==> config.mk <==
export PLATFORM = sky130hd
export DESIGN_NAME = adc_channel_scan_scaler
export DESIGN_NICKNAME = d
export VERILOG_FILES = /design/src/hdl/acss_pkg.sv /design/src/hdl/acss_ctrl.sv /design/src/hdl/acss_datapath.sv /design/src/hdl/adc_channel_scan_scaler.sv
export SDC_FILE = /design/constraint.sdc
export NUM_CORES = 2
export LEC_CHECK = 0
export ABC_CLOCK_PERIOD_IN_PS = 7500
export BUFFER_PORTS_ARGS = -buffer_cell sky130_fd_sc_hd__buf_2
export CAP_MARGIN = 20
export CORE_ASPECT_RATIO = 0.5
export CORE_MARGIN = 2
export CORE_UTILIZATION = 58
export DETAILED_ROUTE_END_ITERATION = 7
export MAX_ROUTING_LAYER = met4
export PLACE_DENSITY = 0.84
export SLEW_MARGIN = 20
export SYNTH_ARGS = -nofsm -noshare
export SYNTH_HDL_FRONTEND = slang
export SYNTH_SLANG_ARGS = --single-unit
==> constraint.sdc <==
create_clock -name aclk -period 7.5 [get_ports aclk]
set_input_delay 1.125 -clock aclk [delete_from_list [all_inputs] [get_ports aclk]]
set_output_delay 1.125 -clock aclk [all_outputs]
set_load 0.05 [all_outputs]
==> src/hdl/acss_pkg.sv <==
`timescale 1ns / 1ps

package acss_pkg;

    // Scan list geometry
    localparam int MAX_SLOTS_DEFAULT = 4;
    localparam int CFG_SLOTS         = 4;   // slots that carry an id and ratio field
    localparam int CHAN_W            = 5;
    localparam int RATIO_W           = 16;

    // Register map
    localparam int CFG_INDEX_W = 2;
    localparam int CFG_DATA_W  = 64;
    localparam logic [CFG_INDEX_W-1:0] REG_REFERENCE_MV   = 2'd0;
    localparam logic [CFG_INDEX_W-1:0] REG_CHANNEL_COUNT  = 2'd1;
    localparam logic [CFG_INDEX_W-1:0] REG_CHANNEL_IDS    = 2'd2;
    localparam logic [CFG_INDEX_W-1:0] REG_DIVIDER_RATIOS = 2'd3;

    localparam logic [15:0] REFERENCE_MV_RESET = 16'd3300;

    // Scaling: mv = round(p / (4095 * 4096)), p = sample * ref * ratio
    localparam logic [RATIO_W-1:0] Q_ONE       = 16'd4096;
    localparam logic [44:0]        ROUND_HALF  = 45'd8386560;       // (4095*4096)/2
    localparam logic [32:0]        SAT_LIMIT   = 33'd268369920;     // 65536*4095
    localparam logic [28:0]        RECIP_M     = 29'd268501008;     // floor(2^40/4095)
    localparam logic [27:0]        ADC_FULL    = 28'd4095;
    localparam logic [15:0]        MV_MAX      = 16'hFFFF;

    // Stream widths
    localparam int S_TDATA_W = 24;
    localparam int M_TDATA_W = 32;

    typedef enum logic [1:0] {
        KIND_START      = 2'd0,
        KIND_CONV_DONE  = 2'd1,
        KIND_READ_FINAL = 2'd2,
        KIND_READ_RAW   = 2'd3
    } kind_t;

    typedef enum logic [1:0] {
        STAT_OK        = 2'd0,
        STAT_NO_CHAN   = 2'd1,
        STAT_NO_DATA   = 2'd2,
        STAT_REJECTED  = 2'd3
    } status_t;

    typedef enum logic [2:0] {
        S_IDLE,
        S_MUL_A,
        S_MUL_B,
        S_ROUND,
        S_RECIP,
        S_COMMIT,
        S_LOOKUP
    } fsm_state_t;

    typedef struct packed {
        logic load_in;
        logic commit;
    } ctrl_cmd_t;

    typedef struct packed {
        logic in_is_conv;
        logic out_free;
    } dp_status_t;

endpackage

==> src/hdl/acss_ctrl.sv <==
`timescale 1ns / 1ps

module acss_ctrl (
    input  logic                  aclk,
    input  logic                  aresetn,
    input  logic                  s_tvalid,
    output logic                  s_tready,
    input  acss_pkg::dp_status_t  dp_status,
    output acss_pkg::ctrl_cmd_t   cmd
);

    acss_pkg::fsm_state_t state_reg, state_next;
    logic accepted;

    assign accepted = s_tvalid && s_tready;

    always_ff @(posedge aclk) begin
        if (!aresetn) begin
            state_reg <= acss_pkg::S_IDLE;
        end else begin
            state_reg <= state_next;
        end
    end

    always_comb begin
        state_next = state_reg;
        unique case (state_reg)
            acss_pkg::S_IDLE: begin
                if (accepted) begin
                    state_next = dp_status.in_is_conv ? acss_pkg::S_MUL_A : acss_pkg::S_LOOKUP;
                end
            end
            acss_pkg::S_LOOKUP: state_next = acss_pkg::S_COMMIT;
            acss_pkg::S_MUL_A:  state_next = acss_pkg::S_MUL_B;
            acss_pkg::S_MUL_B:  state_next = acss_pkg::S_ROUND;
            acss_pkg::S_ROUND:  state_next = acss_pkg::S_RECIP;
            acss_pkg::S_RECIP:  state_next = acss_pkg::S_COMMIT;
            acss_pkg::S_COMMIT: begin
                if (dp_status.out_free) begin
                    state_next = acss_pkg::S_IDLE;
                end
            end
            default: state_next = acss_pkg::S_IDLE;
        endcase
    end

    always_comb begin
        s_tready    = 1'b0;
        cmd.load_in = 1'b0;
        cmd.commit  = 1'b0;
        unique case (state_reg)
            acss_pkg::S_IDLE: begin
                s_tready    = 1'b1;
                cmd.load_in = s_tvalid;
            end
            acss_pkg::S_COMMIT: begin
                cmd.commit = dp_status.out_free;
            end
            default: begin
            end
        endcase
    end

endmodule

==> src/hdl/acss_datapath.sv <==
`timescale 1ns / 1ps

module acss_datapath #(
    parameter int MAX_SLOTS = acss_pkg::MAX_SLOTS_DEFAULT
) (
    input  logic                                  aclk,
    input  logic                                  aresetn,
    input  logic [acss_pkg::S_TDATA_W-1:0]        s_tdata,
    input  logic [1:0]                            s_tuser,
    output logic                                  m_tvalid,
    input  logic                                  m_tready,
    output logic [acss_pkg::M_TDATA_W-1:0]        m_tdata,
    input  logic                                  cfg_we,
    input  logic [acss_pkg::CFG_INDEX_W-1:0]      cfg_index,
    input  logic [acss_pkg::CFG_DATA_W-1:0]       cfg_wdata,
    input  acss_pkg::ctrl_cmd_t                   cmd,
    output acss_pkg::dp_status_t                  dp_status
);

    localparam int CNT_W = $clog2(MAX_SLOTS + 1);
    localparam int IDX_W = (MAX_SLOTS > 1) ? $clog2(MAX_SLOTS) : 1;
    localparam int CHW   = acss_pkg::CHAN_W;

    // Configuration
    logic [15:0] ref_mv_reg;
    logic [2:0]  chan_count_reg;
    logic [19:0] chan_ids_reg;
    logic [63:0] ratios_reg;

    always_ff @(posedge aclk) begin
        if (!aresetn) begin
            ref_mv_reg     <= acss_pkg::REFERENCE_MV_RESET;
            chan_count_reg <= 3'd0;
            chan_ids_reg   <= 20'd0;
            ratios_reg     <= 64'd0;
        end else if (cfg_we) begin
            unique case (cfg_index)
                acss_pkg::REG_REFERENCE_MV:   ref_mv_reg     <= cfg_wdata[15:0];
                acss_pkg::REG_CHANNEL_COUNT:  chan_count_reg <= cfg_wdata[2:0];
                acss_pkg::REG_CHANNEL_IDS:    chan_ids_reg   <= cfg_wdata[19:0];
                acss_pkg::REG_DIVIDER_RATIOS: ratios_reg     <= cfg_wdata;
                default: begin
                end
            endcase
        end
    end

    // Per-slot hardware id and ratio; slots past the packed fields get id 0, ratio 1.0
    logic [CHW-1:0]                 slot_id    [MAX_SLOTS];
    logic [acss_pkg::RATIO_W-1:0]   slot_ratio [MAX_SLOTS];

    for (genvar g = 0; g < MAX_SLOTS; g++) begin : g_slot
        if (g < acss_pkg::CFG_SLOTS) begin : g_cfg
            logic [acss_pkg::RATIO_W-1:0] field;
            assign field         = ratios_reg[acss_pkg::RATIO_W*g +: acss_pkg::RATIO_W];
            assign slot_id[g]    = chan_ids_reg[CHW*g +: CHW];
            assign slot_ratio[g] = (field == '0) ? acss_pkg::Q_ONE : field;
        end else begin : g_fixed
            assign slot_id[g]    = '0;
            assign slot_ratio[g] = acss_pkg::Q_ONE;
        end
    end

    logic [CNT_W-1:0] count;
    assign count = (int'(chan_count_reg) < MAX_SLOTS) ? CNT_W'(chan_count_reg)
                                                     : CNT_W'(MAX_SLOTS);

    // Latched input transaction
    acss_pkg::kind_t kind_reg;
    logic [11:0]     sample_reg;
    logic [CHW-1:0]  channel_reg;

    always_ff @(posedge aclk) begin
        if (cmd.load_in) begin
            kind_reg    <= acss_pkg::kind_t'(s_tuser);
            sample_reg  <= s_tdata[11:0];
            channel_reg <= s_tdata[16:12];
        end
    end

    // Scan state
    logic [MAX_SLOTS-1:0] valid_reg, valid_next;
    logic [CNT_W-1:0]     scan_index_reg, scan_index_next;
    logic                 running_reg, running_next;

    // Scaling pipeline, free running; controller waits for it to settle
    logic [acss_pkg::RATIO_W-1:0] ratio_sel;
    logic [27:0] prod_a_reg;
    logic [43:0] prod_p_reg;
    logic [32:0] t_full;
    logic [27:0] t_reg, t_d_reg;
    logic        sat_reg, sat_d_reg;
    logic [56:0] recip_prod;
    logic [15:0] qe_reg;
    logic [27:0] rem;
    logic [15:0] mv;

    assign ratio_sel = (int'(scan_index_reg) < MAX_SLOTS)
                     ? slot_ratio[scan_index_reg[IDX_W-1:0]] : acss_pkg::Q_ONE;
    assign t_full     = 33'(({1'b0, prod_p_reg} + acss_pkg::ROUND_HALF) >> 12);
    assign recip_prod = t_reg * acss_pkg::RECIP_M;

    always_ff @(posedge aclk) begin
        prod_a_reg <= sample_reg * ref_mv_reg;
        prod_p_reg <= prod_a_reg * ratio_sel;
        t_reg      <= t_full[27:0];
        sat_reg    <= (t_full >= acss_pkg::SAT_LIMIT);
        qe_reg     <= recip_prod[55:40];
        t_d_reg    <= t_reg;
        sat_d_reg  <= sat_reg;
    end

    // Estimate is low by at most one
    assign rem = t_d_reg - ({qe_reg, 12'd0} - {12'd0, qe_reg});
    assign mv  = sat_d_reg ? acss_pkg::MV_MAX
                           : (qe_reg + ((rem >= acss_pkg::ADC_FULL) ? 16'd1 : 16'd0));

    // Channel lookup, lowest slot wins
    logic             hit_found;
    logic [IDX_W-1:0] hit_idx;

    always_comb begin
        hit_found = 1'b0;
        hit_idx   = '0;
        for (int i = MAX_SLOTS - 1; i >= 0; i--) begin
            if ((i < int'(count)) && (slot_id[i] == channel_reg)) begin
                hit_found = 1'b1;
                hit_idx   = IDX_W'(i);
            end
        end
    end

    logic [11:0] raw_mem [MAX_SLOTS];
    logic [15:0] mv_mem  [MAX_SLOTS];

    // Registered store read; the lookup state lets it load from the latched channel before commit
    logic [11:0] raw_rd_reg;
    logic [15:0] mv_rd_reg;

    always_ff @(posedge aclk) begin
        raw_rd_reg <= raw_mem[hit_idx];
        mv_rd_reg  <= mv_mem[hit_idx];
    end

    // Commit decision
    acss_pkg::status_t status;
    logic [15:0]       value;
    logic              start_req;
    logic [CHW-1:0]    start_chan;
    logic              store_we;
    logic [CNT_W-1:0]  idx_inc;

    assign idx_inc = scan_index_reg + CNT_W'(1);

    always_comb begin
        valid_next      = valid_reg;
        scan_index_next = scan_index_reg;
        running_next    = running_reg;
        status          = acss_pkg::STAT_REJECTED;
        value           = 16'd0;
        start_req       = 1'b0;
        start_chan      = '0;
        store_we        = 1'b0;
        unique case (kind_reg)
            acss_pkg::KIND_START: begin
                if (!running_reg && (count != '0)) begin
                    for (int i = 0; i < MAX_SLOTS; i++) begin
                        if (i < int'(count)) begin
                            valid_next[i] = 1'b0;
                        end
                    end
                    scan_index_next = '0;
                    running_next    = 1'b1;
                    status          = acss_pkg::STAT_OK;
                    start_req       = 1'b1;
                    start_chan      = slot_id[0];
                end
            end
            acss_pkg::KIND_CONV_DONE: begin
                if (running_reg) begin
                    if (scan_index_reg >= count) begin
                        // count lowered mid-scan
                        running_next = 1'b0;
                    end else begin
                        store_we        = 1'b1;
                        valid_next[scan_index_reg[IDX_W-1:0]] = 1'b1;
                        scan_index_next = idx_inc;
                        status          = acss_pkg::STAT_OK;
                        if (idx_inc >= count) begin
                            running_next = 1'b0;
                        end else begin
                            start_req  = 1'b1;
                            start_chan = slot_id[idx_inc[IDX_W-1:0]];
                        end
                    end
                end
            end
            default: begin
                if (!hit_found) begin
                    status = acss_pkg::STAT_NO_CHAN;
                end else if (!valid_reg[hit_idx]) begin
                    status = acss_pkg::STAT_NO_DATA;
                end else begin
                    status = acss_pkg::STAT_OK;
                    if (kind_reg == acss_pkg::KIND_READ_FINAL) begin
                        value               = mv_rd_reg;
                        valid_next[hit_idx] = 1'b0;
                    end else begin
                        value = {4'd0, raw_rd_reg};
                    end
                end
            end
        endcase
    end

    always_ff @(posedge aclk) begin
        if (cmd.commit && store_we) begin
            raw_mem[scan_index_reg[IDX_W-1:0]] <= sample_reg;
            mv_mem[scan_index_reg[IDX_W-1:0]]  <= mv;
        end
    end

    // Output register
    logic                          m_tvalid_reg;
    logic [acss_pkg::M_TDATA_W-1:0] m_tdata_reg;

    always_ff @(posedge aclk) begin
        if (!aresetn) begin
            valid_reg      <= '0;
            scan_index_reg <= '0;
            running_reg    <= 1'b0;
            m_tvalid_reg   <= 1'b0;
        end else begin
            if (cmd.commit) begin
                valid_reg      <= valid_next;
                scan_index_reg <= scan_index_next;
                running_reg    <= running_next;
                m_tvalid_reg   <= 1'b1;
            end else if (m_tready) begin
                m_tvalid_reg <= 1'b0;
            end
        end
    end

    always_ff @(posedge aclk) begin
        if (cmd.commit) begin
            m_tdata_reg <= {7'd0, running_next, start_chan, start_req, value, status};
        end
    end

    assign m_tvalid = m_tvalid_reg;
    assign m_tdata  = m_tdata_reg;

    assign dp_status.in_is_conv = (s_tuser == acss_pkg::KIND_CONV_DONE);
    assign dp_status.out_free   = !m_tvalid_reg || m_tready;

endmodule

==> src/hdl/adc_channel_scan_scaler.sv <==
`timescale 1ns / 1ps
// Start and read transactions pass the lookup state (registered store read) and then commit;
// conversion-done passes two multiplies, rounding and a reciprocal divide by 4095 before commit.
// Flow: one transaction in flight; the next is accepted only after the last is committed,
// and the commit waits while the previous result is still held for m_tready.
// Reset: aresetn synchronous, active low; registers to defaults, flags and scan cleared.
module adc_channel_scan_scaler #(
    parameter int MAX_SLOTS = acss_pkg::MAX_SLOTS_DEFAULT
) (
    input  logic                             aclk,
    input  logic                             aresetn,
    input  logic                             s_tvalid,
    output logic                             s_tready,
    input  logic [acss_pkg::S_TDATA_W-1:0]   s_tdata,   // sample[11:0], channel[16:12]
    input  logic [1:0]                       s_tuser,   // kind[1:0]
    output logic                             m_tvalid,
    input  logic                             m_tready,
    // status[1:0], value[17:2], start_request[18], start_channel[23:19], running[24]
    output logic [acss_pkg::M_TDATA_W-1:0]   m_tdata,
    input  logic                             cfg_we,
    input  logic [acss_pkg::CFG_INDEX_W-1:0] cfg_index,
    input  logic [acss_pkg::CFG_DATA_W-1:0]  cfg_wdata
);

    acss_pkg::ctrl_cmd_t  cmd;
    acss_pkg::dp_status_t dp_status;

    acss_ctrl u_ctrl (
        .aclk      (aclk),
        .aresetn   (aresetn),
        .s_tvalid  (s_tvalid),
        .s_tready  (s_tready),
        .dp_status (dp_status),
        .cmd       (cmd)
    );

    acss_datapath #(
        .MAX_SLOTS (MAX_SLOTS)
    ) u_datapath (
        .aclk      (aclk),
        .aresetn   (aresetn),
        .s_tdata   (s_tdata),
        .s_tuser   (s_tuser),
        .m_tvalid  (m_tvalid),
        .m_tready  (m_tready),
        .m_tdata   (m_tdata),
        .cfg_we    (cfg_we),
        .cfg_index (cfg_index),
        .cfg_wdata (cfg_wdata),
        .cmd       (cmd),
        .dp_status (dp_status)
    );

endmodule
==> flow_summary.toml <==
[status]
outcome = "finished, violations left"
violations = "negative setup slack"

[clock_network]
h-tree-depth = 2
path_clk_slew_ns = 0.07
cts_sinks = 434
root_buffer = "clkbuf_16"
holdBufCountCts = 0
clockBufferDepth = 3
cts_tree = "built"
cts_buffers = 39
clkLatencyLatePin_ns = 0.59

[critical_path]
worstPathArrival_ns = 8.31
cp_slowest_cell = "fa_1"
crit_type = "flip-flop to flip-flop"
r2r-start = "u_datapath.scan_index_reg[1]"
critPathCaptureType = "flip-flop"
worstSetupStartpointType = "flip-flop"
required_ns = 7.97
crit_fanout = 16
slowest_delay_ns = 0.62
startpoint = "u_datapath.scan_index_reg[1]"

[min_path]
hp-class = "flip-flop to flip-flop"
worst_hold_startpoint = "u_datapath.t_reg[4]"

[timing]
fin_worst_skew_ns = 0.0322
slew_headroom = 0.280
fin_crit_ns = 7.84
fmax_mhz = 127
fin_crit_sh = 1.05
holdWs_ns = 0.359
slew_viol_final = 0
timing.final.ws_setup_ns = -0.344
hold_violations = 0
final-setup-viol-count = 13
worst_pin_slew_ns = 1.08
rsz0062_at_grt = "yes"
fin_tns_setup_ns = -2.68

[grt]
antenna_found_initial = 3
grt_max_degree = 116
grt_use_total = 0.299
grt.overflow.total = 0
grt_pass1_wl_um = 162000
grt_pass1_vias = 31821

[finish]
diodes = 0
final_area_um2 = 44600
nNetsFinal = 5331
syn_to_final_growth_pct = 14.1
fin_util = 0.668
drive_gt1_frac = 0.141

[die]
io_pins = 131
rows = 67
coreArea_um2 = 66800
die_h_um = 188
initial_core_util = 0.585
die-area_um2 = 69600
die_x_um = 371

[yosys]
async_reset_ff_frac = 0
yosysSeqAreaShare = 0.262
syn_area_um2 = 39100
synth-seq-cells = 434
synth_area_per_cell_um2 = 9.46
synth_top_area_share = 0.263
synth.distinct_cells = 79
synth_warnings = 0
synth_edf_count = 156
synth_ff_type = "dfxtp_1"
synth_top_cell_by_area = "fa_1"
synth_area_leaders = "fa_1 26%, dfxtp_1 14%, edfxtp_1 12%"
syn_inst = 4133

[pwr]
leakage_nw = 20.8
pwr-share-seq = 0.255
p_clk_frac = 0.147
combPwrFrac = 0.598
switching_share = 0.455
internal_power_mw = 7.59
peakVddDrop_mv = 0.355
p_per_area_nw_per_um2 = 312
p_sw_mw = 6.34

[placed_design]
placed_area_um2 = 42000
port_buffers = 116
dp_hpwl_um = 77400
place.gp.congestion = 0.970
dp_slack_ns = -0.472

[run]
max_cap_viol_count = 0

[route]
num_vias = 30799
vias_per_cell = 5.79
postRouteAntennaNets = 0
drt_iter0_drc = 3221
totalWireLength_um = 104000
wl_per_cell_um = 19.6
drt-pass1-iter-count = 7
drc = 0
-- routing by layer --
metal | track usage | routed length [µm] | vias up
li1 | - | - | 13657
met3 | 0.0464 | 9190 | 337
met1 | 0.384 | 40200 | 15264
met4 | 0.110 | 4440 | 0
met5 | - | 0 | -
met2 | 0.482 | 50300 | 1541
-- cells by family (layout without fill, tap and decap cells) --
family,after synthesis,after routing,synth area share
adders and majority gates,844,844,0.369
DFF,434,434,0.262
muxes,13,13,0.00557
AOI/OAI and AO/OA,486,486,0.0864
buffers and inverters,856,1137,0.0830
and+or+nand+nor,1356,1356,0.162
other,1,7,0.0000959
xor gates and xnor gates,143,143,0.0320
-- cell type report --
class	count	area (µm²)
multi-input cells	2849	26600
fillers	4656	22200
flip-flops and latches	434	10300
repair buffers	379	2790
inverters	687	2590
well taps	897	1120
clock buffers	50	1070
clock inverters	21	223
-- Yosys cell counts, types with 5 or more instances --
library cell / n
a211o_1: 7
a211oi_1: 21
a21boi_0: 99
a21o_1: 41
a21oi_1: 108
a221oi_1: 20
a222oi_1: 29
a31oi_1: 14
a32o_1: 5
a41oi_1: 8
and2_1: 257
and3_1: 23
buf_1: 5
buf_4: 7
clkbuf_1: 153
dfxtp_1: 278
edfxtp_1: 156
fa_1: 514
ha_1: 330
inv_1: 684
mux2i_1: 6
mux4_2: 7
nand2_1: 774
nand2b_1: 29
nand3_1: 49
nand3b_1: 5
nand4_1: 19
nor2_1: 76
nor2b_1: 25
nor3_1: 32
nor4_1: 26
o211ai_1: 7
o21a_1: 13
o21ai_0: 51
o21ai_1: 10
o21bai_1: 11
o22ai_1: 5
o31ai_1: 5
or3_1: 6
or4_1: 6
xnor2_1: 98
xor2_1: 45
-- cells in the final DEF (no fill, tap or decap), types with 98 or more instances in the layout --
cell type and n:
xnor2_1 98, edfxtp_1 156, dfxtp_1 265, nand2_1 762
buf_2 116, a21oi_1 99, and2_1 247, fa_1 498
inv_1 664, ha_1 319, buf_4 230, a21boi_0 98
-- final timing paths --
| kind | cells past startpoint | end | slack (ns) |
|---|---|---|---|
| worst min register to register | 0 | u_datapath.t_d_reg[4] | 0.36 |
| worst max-delay path | 28 | u_datapath.prod_p_reg[39] | -0.34 |
| worst max register to register | 28 | u_datapath.prod_p_reg[39] | -0.34 |
| worst min-delay path | 0 | u_datapath.t_d_reg[4] | 0.36 |
-- repair_timing --
action / 4_1_cts / 5_1_grt
pin swaps: 31 / 123
buffers inserted: 7 / 34
cloned: 0 / 2
endpoints found under the setup margin: 17 / 20
resized for setup: 60 / 146
-- stage by stage --
| stage | std cells | total power [mW] |
|---|---|---|
| after floorplan | 4139 | 9.22 |
| after global placement | 5210 | 11.1 |
| after detailed placement | 5210 | 11.4 |
| after CTS | 5286 | 13.6 |
| after global routing | 5317 | 15.1 |
| final | 5317 | 13.9 |
-- power by group through the flow --
stage	sequential, mW	combinational, mW	clock, mW
final	3.55	8.34	2.04
after global routing	3.56	9.35	2.15
after CTS	3.49	8.04	2.05
after detailed placement	3.54	7.90	0
after global placement	3.52	7.59	0
after floorplan	3.17	6.04	0
-- critical path, delay by kind of cell, from the launching register on --
| family | cells | cell delay [ns] |
|---|---|---|
| DFF | 1 | 0.38 |
| muxes | 1 | 0.26 |
| adders and majority gates | 7 | 3.41 |
| xor gates and xnor gates | 1 | 0.11 |
| and+or+nand+nor | 6 | 1.20 |
| buffers and inverters | 8 | 1.30 |
| AOI/OAI and AO/OA | 5 | 1.03 |
(Power assumes the default switching activity.)
